===== src/rtl/assert_macros.svh =====
// Assertion macros shared by the shuffled Lehmer generator RTL.
// Each macro samples on clk and is disabled while rst_n is low.
`ifndef ASSERT_MACROS_SVH
`define ASSERT_MACROS_SVH

// Same-cycle implication
`define ASSERT_IMPLY(lbl, ante, cons) \
  lbl: assert property (@(posedge clk) disable iff (!rst_n) (ante) |-> (cons)) \
    else $error("same-cycle check failed");

// Next-cycle implication
`define ASSERT_NEXT(lbl, ante, cons) \
  lbl: assert property (@(posedge clk) disable iff (!rst_n) (ante) |=> (cons)) \
    else $error("next-cycle check failed");

`endif


===== src/rtl/slrg_pkg.sv =====
// Package for the shuffled Lehmer generator: sizes, constants, FSM state type
// and the command/status structs between controller and datapath. No dependencies.
package slrg_pkg;

  localparam int unsigned TableDepth  = 32;
  localparam int unsigned WarmupSteps = 8;
  localparam int unsigned StepCount   = TableDepth + WarmupSteps;
  localparam int unsigned IdxW        = $clog2(TableDepth);
  localparam int unsigned CntW        = $clog2(StepCount);
  localparam int unsigned ValW        = 31;
  localparam int unsigned MulW        = 15;
  localparam int unsigned ProdW       = ValW + MulW;

  localparam logic [ValW-1:0] LehmerMod  = 31'h7FFF_FFFF;
  localparam logic [MulW-1:0] LehmerMul  = 15'd16807;
  localparam logic [ValW-1:0] ClampLimit = 31'd2147483389;
  localparam logic [ValW-1:0] SeedOne    = 31'd1;
  // Divisor that maps the shuffle output onto a table slot
  localparam longint unsigned SlotDiv = 64'd1 + (64'd2147483646 / TableDepth);

  // Request codes carried by the opcode field
  typedef enum logic {
    OP_NEXT   = 1'b0,
    OP_RESEED = 1'b1
  } opcode_t;

  typedef enum logic [2:0] {
    ST_IDLE,
    ST_STEP_MUL,
    ST_STEP_RED,
    ST_DRAW_MUL,
    ST_DRAW_RED
  } state_t;

  typedef struct packed {
    logic            load_seed;
    logic            seed_given;
    logic            step_load;
    logic            warm_wr;
    logic [IdxW-1:0] warm_idx;
    logic            seed_done;
    logic            draw_commit;
  } slrg_cmd_t;

  typedef struct packed {
    logic seeded;
    logic out_free;
  } slrg_sts_t;

endpackage


===== src/rtl/slrg_ram.sv =====
// Generic single-write, single-read RAM with a registered read port.
// Standalone; no package dependencies.
module slrg_ram #(
  parameter int unsigned Width = 31,
  parameter int unsigned Depth = 32
) (
  input  logic                     clk,
  input  logic                     wr_en,
  input  logic [$clog2(Depth)-1:0] wr_addr,
  input  logic [Width-1:0]         wr_data,
  input  logic [$clog2(Depth)-1:0] rd_addr,
  output logic [Width-1:0]         rd_data
);

  logic [Width-1:0] mem_r [Depth];
  logic [Width-1:0] rd_data_r;

  // Write port
  always_ff @(posedge clk) begin
    if (wr_en) begin
      mem_r[wr_addr] <= wr_data;
    end
  end

  // Registered read port
  always_ff @(posedge clk) begin
    rd_data_r <= mem_r[rd_addr];
  end

  assign rd_data = rd_data_r;

endmodule


===== src/rtl/slrg_datapath.sv =====
// Datapath: Lehmer state, registered multiply, Mersenne fold, shuffle table,
// shuffle output and result register. Depends on slrg_pkg and slrg_ram.
`include "assert_macros.svh"

module slrg_datapath (
  input  logic                         clk,
  input  logic                         rst_n,
  input  slrg_pkg::slrg_cmd_t          cmd,
  output slrg_pkg::slrg_sts_t          sts,
  input  logic [slrg_pkg::ValW-1:0]    seed_value,
  output logic                         out_valid,
  input  logic                         out_ready,
  output logic [slrg_pkg::ValW-1:0]    out_random_value,
  output logic                         out_clamped
);

  logic [slrg_pkg::ValW-1:0]  x_r, x_nxt;
  logic [slrg_pkg::ProdW-1:0] prod_r;
  logic [slrg_pkg::ValW-1:0]  shout_r, shout_nxt;
  logic                       out_valid_r, out_valid_nxt;
  logic [slrg_pkg::ValW-1:0]  out_value_r;
  logic                       out_clamped_r;
  logic [slrg_pkg::ValW-1:0]  seed_fix;
  logic [slrg_pkg::ValW:0]    fold_sum;
  logic [slrg_pkg::ValW-1:0]  x_red;
  logic [slrg_pkg::ValW-1:0]  slot_q;
  logic [slrg_pkg::IdxW-1:0]  slot;
  logic                       ram_wr_en;
  logic [slrg_pkg::IdxW-1:0]  ram_wr_addr;
  logic [slrg_pkg::ValW-1:0]  ram_rd_data;

  // Seed with one on a first plain request, or when the seed is zero or all ones
  assign seed_fix = (!cmd.seed_given || (seed_value == '0) ||
                     (seed_value == slrg_pkg::LehmerMod)) ?
                    slrg_pkg::SeedOne : seed_value;

  // Fold the product modulo 2^31-1: high part plus low part, one subtract
  assign fold_sum = {1'b0, prod_r[slrg_pkg::ValW-1:0]} +
                    (slrg_pkg::ValW+1)'(prod_r[slrg_pkg::ProdW-1:slrg_pkg::ValW]);
  assign x_red = (fold_sum >= {1'b0, slrg_pkg::LehmerMod}) ?
                 slrg_pkg::ValW'(fold_sum - {1'b0, slrg_pkg::LehmerMod}) :
                 fold_sum[slrg_pkg::ValW-1:0];

  // Table slot from the current shuffle output
  assign slot_q = slrg_pkg::ValW'(shout_r / slrg_pkg::SlotDiv);
  assign slot   = slot_q[slrg_pkg::IdxW-1:0];

  // Next values of the generator state and shuffle output
  always_comb begin
    x_nxt = x_r;
    if (cmd.load_seed) begin
      x_nxt = seed_fix;
    end else if (cmd.step_load || cmd.draw_commit) begin
      x_nxt = x_red;
    end
  end

  always_comb begin
    shout_nxt = shout_r;
    if (cmd.seed_done) begin
      shout_nxt = x_red;
    end else if (cmd.draw_commit) begin
      shout_nxt = ram_rd_data;
    end
  end

  // Result register: load on commit, drop when taken
  always_comb begin
    out_valid_nxt = out_valid_r;
    if (cmd.draw_commit) begin
      out_valid_nxt = 1'b1;
    end else if (out_ready) begin
      out_valid_nxt = 1'b0;
    end
  end

  always_ff @(posedge clk) begin
    if (!rst_n) begin
      x_r         <= slrg_pkg::SeedOne;
      shout_r     <= '0;
      out_valid_r <= 1'b0;
    end else begin
      x_r         <= x_nxt;
      shout_r     <= shout_nxt;
      out_valid_r <= out_valid_nxt;
    end
  end

  // Multiply the state every cycle; the fold consumes the product in the next cycle
  always_ff @(posedge clk) begin
    prod_r <= slrg_pkg::ProdW'(x_r) * slrg_pkg::ProdW'(slrg_pkg::LehmerMul);
  end

  always_ff @(posedge clk) begin
    if (cmd.draw_commit) begin
      out_value_r   <= ram_rd_data;
      out_clamped_r <= (ram_rd_data > slrg_pkg::ClampLimit);
    end
  end

  // Shuffle table: warm-up fill or swap-in of the fresh state
  assign ram_wr_en   = cmd.warm_wr || cmd.draw_commit;
  assign ram_wr_addr = cmd.draw_commit ? slot : cmd.warm_idx;

  slrg_ram #(
    .Width (slrg_pkg::ValW),
    .Depth (slrg_pkg::TableDepth)
  ) u_table (
    .clk     (clk),
    .wr_en   (ram_wr_en),
    .wr_addr (ram_wr_addr),
    .wr_data (x_red),
    .rd_addr (slot),
    .rd_data (ram_rd_data)
  );

  assign sts.seeded   = (shout_r != '0);
  assign sts.out_free = !out_valid_r || out_ready;

  assign out_valid        = out_valid_r;
  assign out_random_value = out_value_r;
  assign out_clamped      = out_clamped_r;

  `ASSERT_NEXT(a_seed_nonzero, cmd.seed_done, shout_r != '0)
  `ASSERT_NEXT(a_state_nonzero, cmd.step_load || cmd.draw_commit, x_r != '0)
  `ASSERT_IMPLY(a_out_hold, out_valid_r && !out_ready, !cmd.draw_commit)

endmodule


===== src/rtl/slrg_ctrl.sv =====
// Controller FSM: accepts requests, sequences the warm-up steps and the draw.
// Depends on slrg_pkg.
`include "assert_macros.svh"

module slrg_ctrl (
  input  logic                clk,
  input  logic                rst_n,
  input  logic                in_valid,
  output logic                in_ready,
  input  logic                in_opcode,
  input  slrg_pkg::slrg_sts_t sts,
  output slrg_pkg::slrg_cmd_t cmd
);

  slrg_pkg::state_t          state_r, state_nxt;
  logic [slrg_pkg::CntW-1:0] cnt_r, cnt_nxt;
  logic                      accept;
  logic                      reseed_req;
  logic                      need_seed;
  logic                      last_step;

  assign accept     = in_valid && in_ready;
  assign reseed_req = (in_opcode == slrg_pkg::OP_RESEED);
  assign need_seed  = reseed_req || !sts.seeded;
  assign last_step  = (cnt_r == '0);

  // Next state and step counter
  always_comb begin
    state_nxt = state_r;
    cnt_nxt   = cnt_r;
    case (state_r)
      slrg_pkg::ST_IDLE: begin
        if (accept) begin
          if (need_seed) begin
            state_nxt = slrg_pkg::ST_STEP_MUL;
            cnt_nxt   = slrg_pkg::CntW'(slrg_pkg::StepCount - 1);
          end else begin
            state_nxt = slrg_pkg::ST_DRAW_RED;
          end
        end
      end
      slrg_pkg::ST_STEP_MUL: state_nxt = slrg_pkg::ST_STEP_RED;
      slrg_pkg::ST_STEP_RED: begin
        if (last_step) begin
          state_nxt = slrg_pkg::ST_DRAW_MUL;
        end else begin
          state_nxt = slrg_pkg::ST_STEP_MUL;
          cnt_nxt   = cnt_r - 1'b1;
        end
      end
      slrg_pkg::ST_DRAW_MUL: state_nxt = slrg_pkg::ST_DRAW_RED;
      slrg_pkg::ST_DRAW_RED: begin
        if (sts.out_free) begin
          state_nxt = slrg_pkg::ST_IDLE;
        end
      end
      default: state_nxt = slrg_pkg::ST_IDLE;
    endcase
  end

  // Commands to the datapath
  always_comb begin
    in_ready        = 1'b0;
    cmd             = '0;
    cmd.warm_idx    = cnt_r[slrg_pkg::IdxW-1:0];
    case (state_r)
      slrg_pkg::ST_IDLE: begin
        in_ready       = 1'b1;
        cmd.load_seed  = in_valid && need_seed;
        cmd.seed_given = reseed_req;
      end
      slrg_pkg::ST_STEP_RED: begin
        cmd.step_load = 1'b1;
        cmd.warm_wr   = (cnt_r < slrg_pkg::CntW'(slrg_pkg::TableDepth));
        cmd.seed_done = last_step;
      end
      slrg_pkg::ST_DRAW_RED: begin
        cmd.draw_commit = sts.out_free;
      end
      default: begin
        in_ready = 1'b0;
      end
    endcase
  end

  always_ff @(posedge clk) begin
    if (!rst_n) begin
      state_r <= slrg_pkg::ST_IDLE;
      cnt_r   <= '0;
    end else begin
      state_r <= state_nxt;
      cnt_r   <= cnt_nxt;
    end
  end

  `ASSERT_IMPLY(a_commit_free, cmd.draw_commit, sts.out_free)
  `ASSERT_NEXT(a_seed_starts, accept && need_seed, state_r == slrg_pkg::ST_STEP_MUL)
  `ASSERT_NEXT(a_warm_ends, cmd.seed_done, state_r == slrg_pkg::ST_DRAW_MUL)

endmodule


===== src/rtl/shuffled_lehmer_random_generator_unit.sv =====
// Shuffled Lehmer generator (minimal-standard multiplier 16807 modulo 2^31-1
// with a 32-entry shuffle table). Each generator step is a registered 31x15
// multiply followed by a fold-and-subtract modulo 2^31-1. A next-number
// request is accepted in the idle state and goes straight to the draw-reduce
// state; its result item is then presented from the result register. A reseed
// request, or the first request after reset, runs 40 warm-up steps, each a
// multiply state and a reduce state, and then a draw through the draw-multiply
// and draw-reduce states. The draw waits while an earlier result item is still
// held, and a new request is taken once the draw has been committed to the
// result register. Top level; depends on slrg_pkg, slrg_ctrl and slrg_datapath.
module shuffled_lehmer_random_generator_unit (
  input  logic                      clk,
  input  logic                      rst_n,
  input  logic                      in_valid,
  output logic                      in_ready,
  input  logic                      in_opcode,
  input  logic [slrg_pkg::ValW-1:0] in_seed_value,
  output logic                      out_valid,
  input  logic                      out_ready,
  output logic [slrg_pkg::ValW-1:0] out_random_value,
  output logic                      out_clamped
);

  slrg_pkg::slrg_cmd_t cmd;
  slrg_pkg::slrg_sts_t sts;

  slrg_ctrl u_ctrl (
    .clk       (clk),
    .rst_n     (rst_n),
    .in_valid  (in_valid),
    .in_ready  (in_ready),
    .in_opcode (in_opcode),
    .sts       (sts),
    .cmd       (cmd)
  );

  slrg_datapath u_dp (
    .clk              (clk),
    .rst_n            (rst_n),
    .cmd              (cmd),
    .sts              (sts),
    .seed_value       (in_seed_value),
    .out_valid        (out_valid),
    .out_ready        (out_ready),
    .out_random_value (out_random_value),
    .out_clamped      (out_clamped)
  );

endmodule


===== config.mk =====
export PLATFORM = sky130hd
export DESIGN_NAME = shuffled_lehmer_random_generator_unit
export DESIGN_NICKNAME = d
export VERILOG_FILES = /design/src/rtl/slrg_pkg.sv /design/src/rtl/slrg_ram.sv /design/src/rtl/slrg_datapath.sv /design/src/rtl/slrg_ctrl.sv /design/src/rtl/shuffled_lehmer_random_generator_unit.sv
export VERILOG_INCLUDE_DIRS = /design/src /design/src/rtl
export SDC_FILE = /design/constraint.sdc
export NUM_CORES = 2
export LEC_CHECK = 0
export ABC_AREA = 1
export BUFFER_PORTS_ARGS = -buffer_cell sky130_fd_sc_hd__buf_2
export CORE_ASPECT_RATIO = 1.2
export CORE_MARGIN = 2
export CORE_UTILIZATION = 30
export DETAILED_ROUTE_END_ITERATION = 12
export HOLD_SLACK_MARGIN = 0.03
export PLACE_DENSITY = 0.48
export SLEW_MARGIN = 20
export SYNTH_ARGS = -nofsm -noshare
export SYNTH_HDL_FRONTEND = slang
export SYNTH_SLANG_ARGS = --single-unit

===== constraint.sdc =====
create_clock -name clk -period 14.13 [get_ports clk]
set_input_delay 2.826 -clock clk [delete_from_list [all_inputs] [get_ports clk]]
set_output_delay 2.826 -clock clk [all_outputs]
set_load 0.01 [all_outputs]

==> results by group <==
Global routing
  • Pin count of the biggest net entering global routing: 180
  • First-pass GRT wire length: 256,000 um
  • Grt total ovfl: 0
  • Vias in the first global route: 37,700
  • Initial antenna violation count: 19
  • Gr usage total: between 10% and 20%

CTS
  • Clock sinks: 1,173
  • CTS root buffer: clkbuf_16
  • CTS tree: yes
  • Max H-tree Level: 4
  • Clk_lat worst skew: 0.78 ns
  • Post-CTS sizing: 0
  • CTS Hold Bufs: 0
  • Max clock buf depth: 3
  • Clock transition at the registers of the reported paths: 0.06 ns
  • CTS Buf Count: 130
  • Total setup buffers inserted after CTS: 0

Critical path
  • Cell-by-cell trace of the critical path: buf_2, nor2_1, inv_1, nand3_1, buf_4, nand2_1, o21ai_0, nand3_1, nor2_4
  • CP max stage delay: 1.12 ns
  • Crit path DAT: 6.48 ns
  • CP Class: primary input to flip-flop
  • Startpoint types: primary input
  • Critical path's most frequent cell: nand3_1
  • CP max FO: 31
  • Worst reg2reg path startpoint: u_dp.x_r[10]$_SDFFE_PN0P_
  • Slowest cell on crit path: nor2_4
  • Setup crit end kind: flip-flop
  • Worst Setup SP: out_ready
  • Required time of the critical path: 14.49 ns

Timing
  • Slew Limit Fails: 0
  • Worst hold margin: 0.463 ns
  • Endpoints failing setup: 0
  • RSZ-0062 raised after global routing: no
  • Fmax: 0.164 GHz
  • Final Worst Setup Slack: 8.01 ns
  • Period utilization: 43.3%
  • Skew final: 0.0351 ns
  • Relative slew slack: roughly a quarter
  • Period minus WS final: 6.12 ns
  • Fin. Hold Viols: 0
  • Setup TNS: 0 ns
  • Worst Max-Slew Pin Slew: 1.10 ns

Layout
  • Area delta synth->final: 14.4%
  • # fillers: 18,400
  • Layout cell share with drive strength beyond 1: 9.10%
  • Non-Filler Instances: between 7,000 and 8,000
  • FF/Latch Area: roughly 34,000 sq um
  • Area of the multi-input gates: 19,300 sq um
  • Nets: 5,504

Synth
  • Yosys cell types: 56
  • Synth Cell Area: 55,500 sq um
  • Post-Synthesis Cells: 5,094
  • Predominant post-synthesis flop cell: edfxtp_1
  • Average cell area after synthesis: 10.9 sq um
  • #FFs+latches synth: 1,173
  • Sequential fraction of the synthesis area: 60.8%
  • Syn. warnings: 0
  • Synth async-reset ratio: 0%
  • Number of enable flip-flop cells after synthesis: 1,024
  • Post-Syn Nets: 5,468

Outcome
  • Status: complete, no violations

Routing
  • DR DRC count: 0
  • Pre-antenna DRT Iters: 6
  • Routed len/inst: between 20 and 25 um
  • Post-Route WL: 176,000 um
  • Vias per cell: ~5.0
  • Vias: 38,600
  • Iter 0 DRT Violations: roughly 3,200
  • Antenna Nets Post-Route: 0

Placed design
  • Placed insts: 7,423
  • Routability Congestion: 0.875
  • Port Buffer Count: a little under 70
  • Setup WS pre-CTS: 7.27 ns
  • Post-DP HPWL: 116,000 um

Job
  • Max Cap Viol: 0

Floorplan
  • Die Height: between 400 and 500 um
  • Initial Utilization: 30.2%
  • I/O pins: 70
  • # rows: 172
  • Core box area: between 150,000 and 200,000 sq um
  • Die area: ~190,000 sq um
  • Die W: 396 um

Worst hold path
  • Hold Path Origin: u_ctrl.cnt_r[0]$_SDFFE_PN0P_
  • Hold Crit Class: flip-flop to flip-flop
==> layout make-up <==
cell class	instances	area share, %
antenna	2	0.00789
clock buffer	170	5.51
clock inverter	65	0.911
inverter	478	2.86
multi-input combinational	3194	30.4
sequential	1173	53.2
tap	2436	4.80
timing repair buffer	153	2.30
==> flip-flops by register name (all words and copies together) (netlist names) <==
name                   flops
u_dp.u_table.mem_r       992
u_dp.u_table.rd_data      31
u_dp.prod_r               46
u_dp.out_random_value     31
u_dp.out_valid             1
u_ctrl.cnt_r               6
u_ctrl.state_r             3
u_dp.out_clamped           1
u_dp.shout_r              31
u_dp.x_r                  31
==> final timing paths <==
path	slack [ns]	cells past startpoint	end
worst max register to register	8.14	24	u_dp.prod_r[43]$_DFF_P_
worst max-delay path	8.01	9	u_dp.u_table.mem_r[8][9]$_DFFE_PP_
worst min register to register	0.46	1	u_ctrl.cnt_r[0]$_SDFFE_PN0P_
worst min-delay path	0.46	1	u_ctrl.cnt_r[0]$_SDFFE_PN0P_
==> kinds of logic after synthesis <==
kind of cell | count (synthesis) | share of synthesized area [%]
fa+ha+maj | 338 | 9.44
xor+xnor | 61 | 0.977
simple gates | 1604 | 11.9
flops | 1173 | 60.8
compound gates | 1191 | 11.9
buf+inv | 727 | 4.99
==> layer usage <==
layer	part of all wire [%]	up-vias	track usage, %
met3	5.4	254	2.79
li1	-	17900	-
met1	44	19300	24.6
met5	0.027	-	0
met2	47	1144	30.5
met4	3.2	8	6.06
==> synth_stat cells (14+ instances only) <==
library cell,count,share of area [%]
a21oi_1,121,1.1
a31oi_1,27,0.30
buf_1,15,0.10
clkbuf_1,228,1.5
dfxtp_1,149,5.4
edfxtp_1,1024,55
fa_1,134,4.8
ha_1,204,4.6
inv_1,462,3.1
nand2_1,539,3.6
nand2_2,33,0.37
nand3_1,124,1.1
nand4_1,37,0.42
nor2_1,804,5.4
nor3_1,19,0.17
nor4_1,19,0.21
o21ai_0,671,6.1
o21bai_1,14,0.19
o22ai_1,297,3.4
o32ai_1,16,0.25
xnor2_1,20,0.32
xor2_1,40,0.63
==> worst max-delay path, delay by kind of cell <==
| family | cells | cell delay [ns] |
|---|---|---|
| AND/OR/NAND/NOR | 5 | 2.83 |
| buffers and inverters | 3 | 0.61 |
| AO/OA/AOI/OAI | 1 | 0.16 |
==> metrics by stage <==
| step | utilization, % | area [sq um] |
|---|---|---|
| 6_report | 34.6 | 63400 |
| 5_1_grt | 34.6 | 63400 |
| 4_1_cts | 34.4 | 63200 |
| 3_5_place_dp | 32.2 | 59100 |
| 3_3_place_gp | 32.0 | 58800 |
| 2_1_floorplan | - | 55500 |
==> placed cells by master (no fill, tap or decap), drive strengths merged, types with 7 or more instances in the layout <==
cell type | Yosys | final
nor4 | 19 | 19
ha | 204 | 204
a21oi | 128 | 128
o32ai | 16 | 16
nand4 | 37 | 37
edfxtp | 1024 | 1024
nor3 | 20 | 20
clkinv | 4 | 52
inv | 474 | 482
o21ai | 687 | 687
xor2 | 40 | 40
clkbuf | 228 | 170
fa | 134 | 134
dfxtp | 149 | 149
a31oi | 27 | 27
bufinv | 0 | 7
nand2 | 575 | 575
buf | 21 | 153
o22ai | 297 | 297
xnor2 | 21 | 21
o211ai | 7 | 7
nand3 | 128 | 128
o21bai | 14 | 14
nor2 | 813 | 813
Power is left out: the tool's default activity adds up to more than one toggle a clock period on the data nets, which glitch-free logic cannot reach.
